**config.mk**
```make
export PLATFORM = sky130hd
export DESIGN_NAME = ir_sampled_frame_decoder_core_flat
export DESIGN_NICKNAME = d
export VERILOG_FILES = /design/src/rtl/irsfd_pkg.sv /design/src/rtl/irsfd_if.sv /design/src/rtl/irsfd_cell.sv /design/src/rtl/irsfd_decode.sv /design/src/rtl/ir_sampled_frame_decoder_core.sv /design/src/flat_wrapper.sv
export SDC_FILE = /design/constraint.sdc
export NUM_CORES = 1
export LEC_CHECK = 0
export BUFFER_PORTS_ARGS = -buffer_cell sky130_fd_sc_hd__buf_2
export CORE_MARGIN = 2
export CORE_UTILIZATION = 44
export CTS_CLUSTER_SIZE = 10
export DETAILED_ROUTE_END_ITERATION = 6
export GPL_TIMING_DRIVEN = 1
export SYNTH_ARGS = -nofsm -noshare
export SYNTH_HDL_FRONTEND = slang
export SYNTH_SLANG_ARGS = --single-unit
```
**constraint.sdc**
```tcl
create_clock -name clock -period 8.2 [get_ports clock]
set_input_delay 1.64 -clock clock [delete_from_list [all_inputs] [get_ports clock]]
set_output_delay 1.64 -clock clock [all_outputs]
set_load 0.05 [all_outputs]
```
**src/rtl/irsfd_pkg.sv**
```systemverilog
// Shared types, register indexes and code constants for the sampled IR frame decoder.
// Used by the CSR channel interface, the decode module and the top level.
`timescale 1ns / 1ps
package irsfd_pkg;

   // Number of samples that make up one frame by default.
   localparam int FRAME_SAMPLES_DEF = 58;
   // Samples 0 to 51 carry the decoded fields.
   localparam int DECODE_SAMPLES = 52;

   localparam int CSR_INDEX_W = 3;
   localparam int CSR_DATA_W  = 8;

   localparam logic [CSR_INDEX_W-1:0] CSR_EXPECTED_LEADER     = 3'd0;
   localparam logic [CSR_INDEX_W-1:0] CSR_EXPECTED_START      = 3'd1;
   localparam logic [CSR_INDEX_W-1:0] CSR_EXPECTED_FRAME_MODE = 3'd2;
   localparam logic [CSR_INDEX_W-1:0] CSR_TOGGLE_VALUE_A      = 3'd3;
   localparam logic [CSR_INDEX_W-1:0] CSR_TOGGLE_VALUE_B      = 3'd4;
   localparam logic [CSR_INDEX_W-1:0] CSR_EXPECTED_ADDRESS    = 3'd5;

   localparam logic [2:0] STATUS_NEW_KEY     = 3'd0;
   localparam logic [2:0] STATUS_BAD_LEADER  = 3'd1;
   localparam logic [2:0] STATUS_BAD_START   = 3'd2;
   localparam logic [2:0] STATUS_BAD_MODE    = 3'd3;
   localparam logic [2:0] STATUS_BAD_TOGGLE  = 3'd4;
   localparam logic [2:0] STATUS_BAD_ADDRESS = 3'd5;
   localparam logic [2:0] STATUS_REPEAT      = 3'd6;

   localparam logic [2:0] CLASS_DIGIT        = 3'd0;
   localparam logic [2:0] CLASS_TOTAL_ONE    = 3'd1;
   localparam logic [2:0] CLASS_TOTAL_TWO    = 3'd2;
   localparam logic [2:0] CLASS_MENU         = 3'd3;
   localparam logic [2:0] CLASS_CLEAR_TOTALS = 3'd4;
   localparam logic [2:0] CLASS_OTHER        = 3'd5;

   localparam logic [7:0] CMD_DIGIT_MAX    = 8'h09;
   localparam logic [7:0] CMD_TOTAL_ONE    = 8'h0f;
   localparam logic [7:0] CMD_TOTAL_TWO    = 8'h4e;
   localparam logic [7:0] CMD_MENU         = 8'hd1;
   localparam logic [7:0] CMD_CLEAR_TOTALS = 8'h5c;

   typedef struct packed {
      logic [7:0] expected_leader;
      logic [1:0] expected_start;
      logic [5:0] expected_frame_mode;
      logic [3:0] toggle_value_a;
      logic [3:0] toggle_value_b;
      logic [7:0] expected_address;
   } cfg_type;

   typedef struct packed {
      logic [2:0] frame_status;
      logic [7:0] command_code;
      logic [2:0] key_class;
      logic       total_one_flag;
      logic       total_two_flag;
      logic       numeric_flag;
      logic       menu_flag;
      logic       key_event;
   } result_type;

endpackage

```
**src/rtl/irsfd_if.sv**
```systemverilog
// Valid/ready channel interfaces of the sampled IR frame decoder: request, response and CSR.
// Depends on irsfd_pkg for the CSR widths.
`timescale 1ns / 1ps
interface irsfd_req_if;
   logic valid;
   logic ready;
   logic mode;
   logic pin_level;
   modport source (output valid, output mode, output pin_level, input ready);
   modport sink (input valid, input mode, input pin_level, output ready);
endinterface

interface irsfd_rsp_if;
   logic       valid;
   logic       ready;
   logic [2:0] frame_status;
   logic [7:0] command_code;
   logic [2:0] key_class;
   logic       total_one_flag;
   logic       total_two_flag;
   logic       numeric_flag;
   logic       menu_flag;
   logic       key_event;
   modport source (output valid, output frame_status, output command_code, output key_class,
                   output total_one_flag, output total_two_flag, output numeric_flag,
                   output menu_flag, output key_event, input ready);
   modport sink (input valid, input frame_status, input command_code, input key_class,
                 input total_one_flag, input total_two_flag, input numeric_flag,
                 input menu_flag, input key_event, output ready);
endinterface

interface irsfd_csr_if import irsfd_pkg::*; ();
   logic                   valid;
   logic                   ready;
   logic [CSR_INDEX_W-1:0] index;
   logic [CSR_DATA_W-1:0]  data;
   modport source (output valid, output index, output data, input ready);
   modport sink (input valid, input index, input data, output ready);
endinterface

```
**src/rtl/irsfd_cell.sv**
```systemverilog
// One sample cell of the frame shift chain: a single stored pin level.
// Standalone; instantiated as a row by the top level.
`timescale 1ns / 1ps
module irsfd_cell (
   input  logic clock,
   input  logic shift_en,
   input  logic sample_in,
   output logic sample_out
);

   logic sample_ff;
   logic sample_in_mux;

   assign sample_in_mux = shift_en ? sample_in : sample_ff;

   always_ff @(posedge clock) begin
      sample_ff <= sample_in_mux;
   end

   assign sample_out = sample_ff;

endmodule

```
**src/rtl/irsfd_decode.sv**
```systemverilog
// Frame field decode, checks, repeat detection and sticky key flags.
// Depends on irsfd_pkg; reads the first cells of the sample chain.
`timescale 1ns / 1ps
module irsfd_decode import irsfd_pkg::*; (
   input  logic                      clock,
   input  logic                      reset,
   input  logic                      done,
   input  logic [DECODE_SAMPLES-1:0] samples,
   input  cfg_type                   cfg,
   output result_type                result
);

   logic [3:0] last_toggle_ff, last_toggle_in;
   logic [3:0] key_flags_ff, key_flags_in;
   logic [7:0] leader, address, command;
   logic [1:0] start;
   logic [5:0] frame_mode;
   logic [3:0] toggle;
   logic [3:0] flags_next;
   logic [2:0] status;
   logic [2:0] klass;

   // Sample 0 is the most significant bit of the leader; fields follow MSB first.
   always_comb begin
      for (int i = 0; i < 8; i++) begin
         leader[7-i]  = samples[i];
         address[7-i] = samples[21 + 2*i];
         command[7-i] = samples[37 + 2*i];
      end
      for (int i = 0; i < 2; i++) start[1-i] = samples[8 + i];
      for (int i = 0; i < 6; i++) frame_mode[5-i] = samples[10 + i];
      for (int i = 0; i < 4; i++) toggle[3-i] = samples[16 + i];
   end

   always_comb begin
      priority if (leader != cfg.expected_leader) begin
         status = STATUS_BAD_LEADER;
      end else if (start != cfg.expected_start) begin
         status = STATUS_BAD_START;
      end else if (frame_mode != cfg.expected_frame_mode) begin
         status = STATUS_BAD_MODE;
      end else if (toggle != cfg.toggle_value_a && toggle != cfg.toggle_value_b) begin
         status = STATUS_BAD_TOGGLE;
      end else if (address != cfg.expected_address) begin
         status = STATUS_BAD_ADDRESS;
      end else if (toggle == last_toggle_ff) begin
         status = STATUS_REPEAT;
      end else begin
         status = STATUS_NEW_KEY;
      end
   end

   // Flag bits: 0 total one, 1 total two, 2 numeric, 3 menu.
   always_comb begin
      klass      = CLASS_OTHER;
      flags_next = key_flags_ff;
      if (status == STATUS_NEW_KEY) begin
         priority if (command <= CMD_DIGIT_MAX) begin
            klass      = CLASS_DIGIT;
            flags_next = key_flags_ff | 4'b0100;
         end else if (command == CMD_TOTAL_ONE) begin
            klass      = CLASS_TOTAL_ONE;
            flags_next = {key_flags_ff[3], 3'b001};
         end else if (command == CMD_TOTAL_TWO) begin
            klass      = CLASS_TOTAL_TWO;
            flags_next = {key_flags_ff[3], 3'b010};
         end else if (command == CMD_MENU) begin
            klass      = CLASS_MENU;
            flags_next = {1'b1, 1'b0, key_flags_ff[1:0]};
         end else if (command == CMD_CLEAR_TOTALS) begin
            klass      = CLASS_CLEAR_TOTALS;
            flags_next = {key_flags_ff[3:2], 2'b00};
         end else begin
            klass      = CLASS_OTHER;
         end
      end
   end

   assign key_flags_in   = done ? flags_next : key_flags_ff;
   assign last_toggle_in = (done && status == STATUS_NEW_KEY) ? toggle : last_toggle_ff;

   always_ff @(posedge clock) begin
      if (reset) begin
         last_toggle_ff <= '0;
         key_flags_ff   <= '0;
      end else begin
         last_toggle_ff <= last_toggle_in;
         key_flags_ff   <= key_flags_in;
      end
   end

   always_comb begin
      result.frame_status   = status;
      result.command_code   = (status == STATUS_NEW_KEY) ? command : 8'h00;
      result.key_class      = klass;
      result.total_one_flag = flags_next[0];
      result.total_two_flag = flags_next[1];
      result.numeric_flag   = flags_next[2];
      result.menu_flag      = flags_next[3];
      result.key_event      = (status == STATUS_NEW_KEY);
   end

endmodule

```
**src/rtl/ir_sampled_frame_decoder_core.sv**
```systemverilog
// Top level of the sampled IR frame decoder: control, CSRs, sample chain, response register.
// Depends on irsfd_pkg, irsfd_if, irsfd_cell and irsfd_decode.
`timescale 1ns / 1ps
// Usage:
// The request channel carries mode and pin_level. A request with mode 0 arms the
// decoder (the receiver edge); a request with mode 1 is a sample tick, stored only
// while armed. Ticks shift into a row of FRAME_SAMPLES one-bit cells, one cell
// per tick. The tick that completes a frame disarms the decoder; the frame is then
// decoded from the chain in the next cycle, while done_ff is set, and the result
// goes into the response register. Only a completing tick produces a response.
// Throughput is one request per cycle while request ready is high. Ready drops
// only while the last tick of a frame is due and the previous response is still
// pending, so a stalled response receiver holds off at most that one tick.
// The CSR channel is always ready; registers are written by index and must only
// change while the decoder is idle.
// Synchronous reset clears the CSRs, the arm state, the sample count, the last
// toggle and the key flags; sample cells are not cleared, since every decoded
// position is rewritten before each decode.
module ir_sampled_frame_decoder_core import irsfd_pkg::*; #(
   parameter int FRAME_SAMPLES = FRAME_SAMPLES_DEF
) (
   input  logic       clock,
   input  logic       reset,
   irsfd_req_if.sink  req_if,
   irsfd_rsp_if.source rsp_if,
   irsfd_csr_if.sink  csr_if
);

   localparam int CNT_W = $clog2(FRAME_SAMPLES);

   cfg_type            cfg_ff, cfg_in;
   logic               armed_ff, armed_in;
   logic [CNT_W-1:0]   count_ff, count_in;
   logic               done_ff, done_in;
   logic               rsp_valid_ff, rsp_valid_in;
   result_type         rsp_data_ff, rsp_data_in;
   result_type         decode_result;
   logic [FRAME_SAMPLES-1:0] samples;
   logic               req_fire, tick_fire, last_slot;

   assign last_slot = (count_ff == CNT_W'(FRAME_SAMPLES - 1));
   assign req_if.ready = !(armed_ff && last_slot && (done_ff || rsp_valid_ff));
   assign req_fire  = req_if.valid && req_if.ready;
   assign tick_fire = req_fire && req_if.mode && armed_ff;

   always_comb begin
      armed_in = armed_ff;
      count_in = count_ff;
      if (req_fire && !req_if.mode) begin
         armed_in = 1'b1;
      end else if (tick_fire) begin
         if (last_slot) begin
            armed_in = 1'b0;
            count_in = '0;
         end else begin
            count_in = count_ff + CNT_W'(1);
         end
      end
   end

   assign done_in = tick_fire && last_slot;

   // New samples enter at the far end and move toward cell zero.
   genvar g;
   generate
      for (g = 0; g < FRAME_SAMPLES; g++) begin : g_cell
         logic cell_in;
         if (g == FRAME_SAMPLES - 1) begin : g_tail
            assign cell_in = req_if.pin_level;
         end else begin : g_body
            assign cell_in = samples[g+1];
         end
         irsfd_cell u_cell (
            .clock      (clock),
            .shift_en   (tick_fire),
            .sample_in  (cell_in),
            .sample_out (samples[g])
         );
      end
   endgenerate

   irsfd_decode u_decode (
      .clock   (clock),
      .reset   (reset),
      .done    (done_ff),
      .samples (samples[DECODE_SAMPLES-1:0]),
      .cfg     (cfg_ff),
      .result  (decode_result)
   );

   assign csr_if.ready = 1'b1;

   always_comb begin
      cfg_in = cfg_ff;
      if (csr_if.valid) begin
         unique case (csr_if.index)
            CSR_EXPECTED_LEADER:     cfg_in.expected_leader     = csr_if.data;
            CSR_EXPECTED_START:      cfg_in.expected_start      = csr_if.data[1:0];
            CSR_EXPECTED_FRAME_MODE: cfg_in.expected_frame_mode = csr_if.data[5:0];
            CSR_TOGGLE_VALUE_A:      cfg_in.toggle_value_a      = csr_if.data[3:0];
            CSR_TOGGLE_VALUE_B:      cfg_in.toggle_value_b      = csr_if.data[3:0];
            CSR_EXPECTED_ADDRESS:    cfg_in.expected_address    = csr_if.data;
            default:                 cfg_in = cfg_ff;
         endcase
      end
   end

   assign rsp_valid_in = done_ff || (rsp_valid_ff && !rsp_if.ready);
   assign rsp_data_in  = done_ff ? decode_result : rsp_data_ff;

   always_ff @(posedge clock) begin
      if (reset) begin
         cfg_ff       <= '0;
         armed_ff     <= 1'b0;
         count_ff     <= '0;
         done_ff      <= 1'b0;
         rsp_valid_ff <= 1'b0;
      end else begin
         cfg_ff       <= cfg_in;
         armed_ff     <= armed_in;
         count_ff     <= count_in;
         done_ff      <= done_in;
         rsp_valid_ff <= rsp_valid_in;
      end
   end

   always_ff @(posedge clock) begin
      rsp_data_ff <= rsp_data_in;
   end

   assign rsp_if.valid          = rsp_valid_ff;
   assign rsp_if.frame_status   = rsp_data_ff.frame_status;
   assign rsp_if.command_code   = rsp_data_ff.command_code;
   assign rsp_if.key_class      = rsp_data_ff.key_class;
   assign rsp_if.total_one_flag = rsp_data_ff.total_one_flag;
   assign rsp_if.total_two_flag = rsp_data_ff.total_two_flag;
   assign rsp_if.numeric_flag   = rsp_data_ff.numeric_flag;
   assign rsp_if.menu_flag      = rsp_data_ff.menu_flag;
   assign rsp_if.key_event      = rsp_data_ff.key_event;

   // A decode never lands on a response that is still waiting.
   assert property (@(posedge clock) disable iff (reset) done_ff |-> !rsp_valid_ff)
      else $error("decode while response register is occupied");

   // Samples are only counted while armed.
   assert property (@(posedge clock) disable iff (reset) (count_ff != '0) |-> armed_ff)
      else $error("sample count nonzero while disarmed");

   // The decode cycle follows a completed frame, so the sampler is idle.
   assert property (@(posedge clock) disable iff (reset)
      done_ff |-> (!armed_ff && count_ff == '0))
      else $error("decode while sampling is active");

   // Every decode is presented on the response channel in the next cycle.
   assert property (@(posedge clock) disable iff (reset) done_ff |=> rsp_valid_ff)
      else $error("decoded frame did not reach the response register");

endmodule
```
**src/flat_wrapper.sv**
```systemverilog
// flat-port wrapper written by rule: the top's interface ports become plain ports
module ir_sampled_frame_decoder_core_flat import irsfd_pkg::*;
#(
   parameter int FRAME_SAMPLES = FRAME_SAMPLES_DEF
)
  (clock, reset, req_if_valid, req_if_mode, req_if_pin_level, req_if_ready, rsp_if_valid, rsp_if_frame_status, rsp_if_command_code, rsp_if_key_class, rsp_if_total_one_flag, rsp_if_total_two_flag, rsp_if_numeric_flag, rsp_if_menu_flag, rsp_if_key_event, rsp_if_ready, csr_if_valid, csr_if_index, csr_if_data, csr_if_ready);
  irsfd_req_if req_if_i ();
  irsfd_rsp_if rsp_if_i ();
  irsfd_csr_if csr_if_i ();
  input  logic clock;
  input  logic reset;
  input wire logic [$bits(req_if_i.valid)-1:0] req_if_valid;
  input wire logic [$bits(req_if_i.mode)-1:0] req_if_mode;
  input wire logic [$bits(req_if_i.pin_level)-1:0] req_if_pin_level;
  output wire logic [$bits(req_if_i.ready)-1:0] req_if_ready;
  output wire logic [$bits(rsp_if_i.valid)-1:0] rsp_if_valid;
  output wire logic [$bits(rsp_if_i.frame_status)-1:0] rsp_if_frame_status;
  output wire logic [$bits(rsp_if_i.command_code)-1:0] rsp_if_command_code;
  output wire logic [$bits(rsp_if_i.key_class)-1:0] rsp_if_key_class;
  output wire logic [$bits(rsp_if_i.total_one_flag)-1:0] rsp_if_total_one_flag;
  output wire logic [$bits(rsp_if_i.total_two_flag)-1:0] rsp_if_total_two_flag;
  output wire logic [$bits(rsp_if_i.numeric_flag)-1:0] rsp_if_numeric_flag;
  output wire logic [$bits(rsp_if_i.menu_flag)-1:0] rsp_if_menu_flag;
  output wire logic [$bits(rsp_if_i.key_event)-1:0] rsp_if_key_event;
  input wire logic [$bits(rsp_if_i.ready)-1:0] rsp_if_ready;
  input wire logic [$bits(csr_if_i.valid)-1:0] csr_if_valid;
  input wire logic [$bits(csr_if_i.index)-1:0] csr_if_index;
  input wire logic [$bits(csr_if_i.data)-1:0] csr_if_data;
  output wire logic [$bits(csr_if_i.ready)-1:0] csr_if_ready;
  assign req_if_i.valid = req_if_valid;
  assign req_if_i.mode = req_if_mode;
  assign req_if_i.pin_level = req_if_pin_level;
  assign req_if_ready = req_if_i.ready;
  assign rsp_if_valid = rsp_if_i.valid;
  assign rsp_if_frame_status = rsp_if_i.frame_status;
  assign rsp_if_command_code = rsp_if_i.command_code;
  assign rsp_if_key_class = rsp_if_i.key_class;
  assign rsp_if_total_one_flag = rsp_if_i.total_one_flag;
  assign rsp_if_total_two_flag = rsp_if_i.total_two_flag;
  assign rsp_if_numeric_flag = rsp_if_i.numeric_flag;
  assign rsp_if_menu_flag = rsp_if_i.menu_flag;
  assign rsp_if_key_event = rsp_if_i.key_event;
  assign rsp_if_i.ready = rsp_if_ready;
  assign csr_if_i.valid = csr_if_valid;
  assign csr_if_i.index = csr_if_index;
  assign csr_if_i.data = csr_if_data;
  assign csr_if_ready = csr_if_i.ready;
  ir_sampled_frame_decoder_core #(.FRAME_SAMPLES(FRAME_SAMPLES)) u_core (.clock(clock), .reset(reset), .req_if(req_if_i), .rsp_if(rsp_if_i), .csr_if(csr_if_i));
endmodule
```
==> results of run 1 <==
==> cells by family (layout without fill, tap and decap cells) <==
kind of cell	count (synthesis)	in the layout	share of synthesized area, %
multiplexers	16	16	3.19
adder cells (fa/ha/maj)	2	2	0.498
XOR/XNOR	42	42	7.32
flip-flops	126	126	65.6
AND/OR/NAND/NOR	141	141	14.9
AO/OA/AOI/OAI	51	51	6.75
buffers and inverters	19	76	1.74
other	1	1	0.0746
==> critical path, delay by kind of cell (launching register included) <==
kind | cells | cell delay (ns)
buffers and inverters | 1 | 0.22
flip-flops | 1 | 0.39
adder cells (fa/ha/maj) | 1 | 0.16
AND/OR/NAND/NOR | 3 | 0.42
==> power by group through the flow <==
| stage | Combinational [mW] | Sequential (mW) | Clock [mW] |
|---|---|---|---|
| floorplan | 0.0219 | 0.693 | 0 |
| global route | 0.0383 | 0.682 | 0.836 |
| CTS | 0.0346 | 0.681 | 0.813 |
| finish | 0.0343 | 0.681 | 0.794 |
| detailed placement | 0.0345 | 0.695 | 0 |
| global placement | 0.0338 | 0.694 | 0 |
==> flip-flops by register name, summed over array words and instances (netlist names), 3 cells and up <==
register,flops
u_core.rsp_if.key_class,3
u_core.rsp_if.frame_status,3
u_core.u_decode.key_flags_ff,4
u_core.u_decode.last_toggle_ff,4
u_core.count_ff,6
u_core.g_cell.u_cell.sample_out,58
u_core.cfg_ff,32
u_core.rsp_if.command_code,8
==> cell usage after synthesis (2+ instances only) <==
| master | n | share of area, % |
|---|---|---|
| mux2i_1 | 16 | 3.2 |
| nand2_1 | 44 | 3.3 |
| nand3_1 | 2 | 0.20 |
| inv_1 | 4 | 0.30 |
| edfxtp_1 | 77 | 46 |
| nor4_2 | 2 | 0.50 |
| dfxtp_1 | 49 | 20 |
| o41ai_1 | 3 | 0.52 |
| o21ai_0 | 3 | 0.30 |
| and2_1 | 10 | 1.2 |
| nand4_1 | 9 | 1.1 |
| clkbuf_1 | 11 | 0.82 |
| o31ai_1 | 4 | 0.60 |
| nor4bb_1 | 2 | 0.40 |
| a211oi_1 | 3 | 0.45 |
| nor3_1 | 7 | 0.70 |
| a21o_1 | 2 | 0.30 |
| nor2_1 | 34 | 2.5 |
| or3_1 | 2 | 0.25 |
| a2bb2oi_1 | 2 | 0.35 |
| nor4_1 | 9 | 1.1 |
| xor2_1 | 38 | 6.6 |
| nand2b_1 | 5 | 0.62 |
| nand4bb_1 | 2 | 0.45 |
| xnor2_1 | 4 | 0.70 |
| buf_4 | 2 | 0.30 |
| ha_1 | 2 | 0.50 |
| a21oi_1 | 24 | 2.4 |
==> through the flow <==
| step | cells | util (%) | setup WS (ns) | hold WS (ns) | total power [mW] |
|---|---|---|---|---|---|
| after floorplan | 398 | - | 4.11 | 0.400 | 0.715 |
| final | 598 | 52.9 | 4.95 | 0.418 | 1.51 |
| after global placement | 566 | 47.3 | 4.92 | 0.401 | 0.728 |
| after CTS | 598 | 52.9 | 4.92 | 0.417 | 1.53 |
| after global routing | 598 | 52.9 | 4.80 | 0.419 | 1.56 |
| after detailed placement | 566 | 47.3 | 4.86 | 0.407 | 0.729 |
==> final cells by class <==
type / count / area [sq um]
inverter: 4 / 15.0
timing repair buffer: 40 / 205
clock buffer: 17 / 425
clock inverter: 15 / 206
tap: 143 / 179
multi-input combinational: 253 / 1640
sequential: 126 / 3290
fill: 986 / 5300
==> path summary, 6_finish.rpt <==
path                                             from                                   to  slack (ns)  depth (start not counted)
setup / recovery                   u_core.count_ff[0]                         req_if_ready        4.95                          5
hold / removal    u_core.g_cell[46].u_cell.sample_out  u_core.g_cell[45].u_cell.sample_out        0.42                          0
setup reg to reg  u_core.g_cell[19].u_cell.sample_out           u_core.rsp_if.key_class[1]        5.55                          5
hold reg to reg   u_core.g_cell[46].u_cell.sample_out  u_core.g_cell[45].u_cell.sample_out        0.42                          0
==> routing by layer <==
layer / up-vias / wire length, microns / track usage [%]
met5: - / 0 / 0
met4: 0 / 106 / 7.00
met3: 10 / 470 / 5.69
met2: 81 / 4240 / 23.8
met1: 1499 / 4510 / 21.8
li1: 1536 / - / -
==> run summary, run 1 <==
Dividing total power by cell area gives a power density of 253 mW/mm^2. The highest cell delay on the worst timing path is 0.39 ns, and the placed standard-cell area is 0.00534 sq mm. The final-report setup violation count came out at 0. Summing over every cut layer, the via total after detailed routing is 3126.

The chip height is 111 microns. The die covers 0.0123 sq mm. The tools report the count of distinct cell types in the synthesized netlist as 54. The ratio of cells with drive above 1 in the final layout came out at 18.0%.

In the global route stage, overall resource usage came out at 16.2%. The run gives 0.110 mV as the maximum vdd ir drop. After synthesis the netlist holds a flip-flop and latch count of 126. The logs give 3021 for the via count of the first global-routing pass and 0.41 ns for the clock latency at the later pin of the worst-skew pair.

The detail route stage leaves a number of antenna-violating nets equal to 0. TritonCTS buffer count: 17. Of the available clock period, the critical path in the final layout requires 39.7%. The layout-stage area growth over the synthesis result came out at 18.8%.

Worst setup path category: reg2out. In this run, post-CTS hold repair placed 0 buffers. In this run the standard cell core region covers 0.0113 sq mm. The clock net in this run drives a total of 126 sinks.

For this run the aggregate overflow at the end of global routing stands at 0. Per report_power, the sequential group accounts for 45.1% of the total. The count of instances resized after the clock tree is built is 0.

The sequential element share of the synthesized area is 65.6%, and the number of DRC violations after detailed routing is 0. Measured against its own limit, the worst slew margin works out to 41.6%. Between clock sinks in the finished design, the worst skew comes to 0.00855 ns. The first global-routing pass estimated 15300 microns of wire. In this run the deepest clock path goes through 2 buffers. After legalization and detailed placement, the total HPWL measured 6160 microns. In this run the cell area of the synthesized design comes to 0.00502 sq mm. TritonCTS built the clock tree. The average vias per placed instance was 5.23; the max-slew violation count was 0. The area of all placed cells without fillers is 0.00597 sq mm, and the die extent in x is 111 microns. The congestion estimate from routability-driven global placement came to 0.745.

For the worst setup path, the data required time is 6.56 ns. At the end of the flow, the number of nets in the layout was 462. Synthesis produced 398 cells. STA classifies the critical path startpoint as a flop. The critical path goes through ha_1 > nand4_1 > nor2_1 > nand3b_1 > buf_2. The floorplan has 39 rows. For the count of synthesis-stage warnings from yosys, the log shows 0. Worst hold path class: reg2reg. The number of max-cap violations is 0. The clock network accounts for 52.6% of the total power. The tools report the I/O pin count as 40.

The average detailed-routed wire length per instance came out at 15.6 microns. For the net load switching power, the log shows 309 uW. The actual transition at the worst max-transition pin is 0.877 ns.

The logs give 0 for the initial antenna violation count and 2.3% for the part of the total power dissipated in combinational logic. The critical path arrival is 1.61 ns. For this block, the initial DRC count from the detailed router was 115. The clock slew seen by the registers of the worst setup and hold paths is 0.06 ns.

The worst setup path is captured at an output pin. Leaving out fill and tap cells, the most frequent cell in the layout is edfxtp_1. For this configuration, the core starts out at a cell density of 44.6%. The run finished with clean final reports. The tools report the post-route setup TNS as 0 ns.

On the critical path, the stage with the largest delay is an instance of dfxtp_1. The tree is rooted in a clkbuf_16. The tools report the total wirelength of the detailed-routed design as 9330 microns.

The proportion of register bits with asynchronous set or reset after synthesis is 0%, and the total count of hold-check failures in the final report is 0. The number of nets in the synthesized netlist is 418. Time the final worst path needs with I/O delays and setup: 3.25 ns.

For the cell leakage power, the log shows 2.14 nW. The average instance in the mapped netlist occupies 12.6 sq um. The run gives 64 as the maximum number of pins on one net before global-route repair. 0 antenna diodes ended up in the layout. In this run, synthesis inferred 77 flip-flops with an integrated enable.

In this run switching power makes up 20.5% of total power. For the maximum frequency from static timing analysis, the log shows 307 MHz. The count of buffers added on input and output ports is 38. In the layout the commonest cells are edfxtp_1, dfxtp_1, nand2_1, xor2_1, buf_2. Setup repair after global routing left no endpoint under its margin.

Of all nets on the critical path, the largest fanout is 4. Buffers added to address setup during post-CTS repair amount to 0. The number of iterations in the first detailed-routing pass was 4. For the maximum level of the CTS H-tree, the log shows 4. For this run, the leading register cell type out of synthesis is edfxtp_1.

For the cell internal power dissipation, the log shows 1.20 mW.
(Power assumes the default switching activity.)
==> run 2, diff against run 1 <==
clock period = 3.23 ns   (was 8.2 ns; I/O delays follow)
==> run summary, run 2 (synthesized netlist as in run 1, its figures left out) <==
The maximum number of pins on one net before global-route repair was 45 (-30%). Average detailed-routed wire length per instance: 16.0 microns (+2.7%). The highest net fanout along the worst path was 12 (+8); the initial antenna violation count was 0 (unchanged).

The power density normalized to cell area was 644 mW/mm^2 (+150%). The number of DRC violations after detailed routing is 0 (unchanged). For the final core utilization, the log shows 53.4% (+0.43 points). The number of filler instances in the final layout is 969 (-1.7%). The part of the total power dissipated in combinational logic is 2.2% (about the same), and the final clock period utilization by the worst path is 77.9%. For the maximum level of the CTS H-tree, the log shows 4 (unchanged). The most critical setup path has its endpoint at u_core.rsp_if.numeric_flag. The flow ran to the end, and the final reports show no timing, DRC or antenna violations.

The layout-stage area growth over the synthesis result works out to 19.8%. The run gives 0 (unchanged) as the total count of hold-check failures in the final report. TritonCTS built the clock tree. The flip-flop count of the largest register, all copies and words added was 58 (unchanged). Startpoint class of the critical path: a flop. For the maximum root-to-sink buffer count, the log shows 2 (unchanged). Count of instances resized after the clock tree is built: 0 (unchanged).

The number of cells on the worst reg-to-reg path was 5 (unchanged); the number of core rows was 39 (unchanged). The average vias per placed instance was 5.21 (-0.37%). For the relative max-transition margin, the log shows 42.3% (+0.79 points).

Clock tree synthesis selected as its root buffer the cell clkbuf_16. Timing would allow up to 397 MHz. For the area of all placed cells without fillers, the log shows 0.00602 sq mm (+0.82%). The run gives 44.6% (-0.5 points) as the proportion of power drawn by flip-flops and latches.

The tools report the area occupied by multi-input gates as 0.00164 sq mm (unchanged). In this run the critical register-to-register path is launched from u_core.g_cell[19].u_cell.sample_out. Via count of the first global-routing pass: 3193 (+5.7%). The tools report the maximum vdd ir drop as 0.284 mV (+160%). The leftover overflow at the end of global routing was 0 (unchanged); the placed standard-cell area was 0.00537 sq mm (+0.66%). The setup path with the least slack is of type reg2reg. The post-CTS setup buffer count was 0 (unchanged); the number of diodes was 0 (unchanged). The HPWL after detailed placement was 6320 microns (+2.5%). Critical path arrival: 2.68 ns (+1.07 ns). The number of sinks handled by clock tree synthesis is 126 (unchanged). After layout, the minimum clock period comes to 2.52 ns.

The clock slew seen by the registers of the worst setup and hold paths was 0.05 ns (about the same). The placer's final routability congestion estimate is 0.760 (+2.1%), and the wire length of the first global-routing pass is 16300 microns (+6.2%). Ratio of cells with drive above 1 in the final layout: 18.6% (+0.54 points). The core area is 0.0113 sq mm (unchanged).

The final-report setup violation count came out at 0 (unchanged). The library cells used most frequently in the layout, excluding fill and tap cells, are edfxtp_1, dfxtp_1, nand2_1, xor2_1, buf_2. Share of total power consumed by net switching: 19.8% (-0.69 points).

In this run the critical register-to-register path is captured at u_core.rsp_if.numeric_flag. The number of design-rule violations left by the first detailed-router iteration is 151 (+31%), and the I/O pin count is 40 (unchanged). The die extent in x is 111 microns (unchanged), and the final clock skew is 0.00604 ns (-0.00252 ns). The startpoint of the most critical setup path was u_core.g_cell[19].u_cell.sample_out.

The register cell area after layout is 0.00329 sq mm (unchanged). The logs give 465 (+0.65%) for the number of nets in the layout and 0 (unchanged) for the number of max-cap violations. The tools report the number of iterations in the first detailed-routing pass as 4 (unchanged).

The clock latency at the later pin of the worst-skew pair is 0.41 ns (about the same). The cell leakage power was 2.16 nW (+0.97%); the post-route setup TNS was 0 ns (unchanged). The count of vias placed by the detailed router is 3130 (+0.13%). The worst hold path class was in2reg. The total wirelength of the detailed-routed design was 9630 microns (+3.2%); the number of antenna-violating nets in the routed design was 0 (unchanged). The chip height works out to 111 microns (unchanged). Register-to-register setup slack: 0.71 ns (-4.84 ns).

TritonCTS buffer count: 17 (unchanged). Cell internal power dissipation: 3.11 mW (+160%). Setup repair after global routing left no endpoint under its margin. Global-route usage over all layers: 16.9% (+0.66 points).

The run gives 3.88 mW (+160%) as the post-route total power. The quantity of hold-fixing buffers added after cts was 0 (unchanged); the worst-case hold slack was 0.414 ns (-0.00367 ns). The library cell used most frequently in the layout, excluding fill and tap cells, is edfxtp_1. The net load switching power is 767 uW (+150%), and the area of the die is 0.0123 sq mm (unchanged). The actual transition at the worst max-transition pin is 0.858 ns (-0.0184 ns).

The max-slew violation count is 0 (unchanged). The tools report the effective utilization at floorplan as 44.6% (unchanged). The clock network fraction of total power is 53.1% (+0.5 points), and the required time of the critical path is 3.39 ns (-3.17 ns).

The number of buffers inserted by port buffering came out at 38 (unchanged). STA classifies the critical path endpoint as a flop.
==> run 2: cell type report <==
class | count | area share, %
clock buffers | 17 | 7.07
clock inverters | 15 | 3.66
inverters | 4 | 0.250
multi-input cells | 253 | 27.3
flip-flops and latches | 126 | 54.7
well taps | 143 | 2.97
repair buffers | 43 | 3.99
==> run 2: worst min-delay path by stage <==
| stage | start | end | slack, ns | cells after the start |
|---|---|---|---|---|
| floorplan | u_core.g_cell[20].u_cell.sample_out | u_core.g_cell[19].u_cell.sample_out | 0.40 | 0 |
| global placement | u_core.g_cell[57].u_cell.sample_out | u_core.g_cell[56].u_cell.sample_out | 0.40 | 0 |
| detailed placement | u_core.g_cell[44].u_cell.sample_out | u_core.g_cell[43].u_cell.sample_out | 0.41 | 0 |
| CTS | req_if_pin_level | u_core.g_cell[57].u_cell.sample_out | 0.40 | 1 |
| global route | req_if_pin_level | u_core.g_cell[57].u_cell.sample_out | 0.40 | 1 |
| finish | req_if_pin_level | u_core.g_cell[57].u_cell.sample_out | 0.41 | 1 |
==> run 2: critical path: stages, from the launching register on <==
cell	delay [ns]
edfxtp_1	0.49
xor2_1	0.21
nor4_1	0.52
o211ai_2	0.36
o41ai_1	0.44
a21bo_1	0.25
==> run 2: routing by layer <==
metal	vias to the layer above	share of wire, %	GRT usage [%]
met4	0	1.8	6.33
met1	1510	48	22.9
met5	-	0	0
met2	59	46	25.6
met3	14	4.0	5.19
li1	1547	-	-
==> run 2: power groups by stage <==
stage | combinational, mW | clock [mW] | sequential (mW)
6_report | 0.0869 | 2.06 | 1.73
5_1_grt | 0.0974 | 2.18 | 1.73
4_1_cts | 0.0883 | 2.09 | 1.73
3_5_place_dp | 0.0878 | 0 | 1.76
3_3_place_gp | 0.0864 | 0 | 1.76
2_1_floorplan | 0.0555 | 0 | 1.76
==> run 2: metrics by stage <==
stage	setup WS, ns	std cells
2_1_floorplan	0.130	398
3_3_place_gp	0.805	569
3_5_place_dp	0.705	569
4_1_cts	0.716	601
5_1_grt	0.471	601
6_report	0.712	601
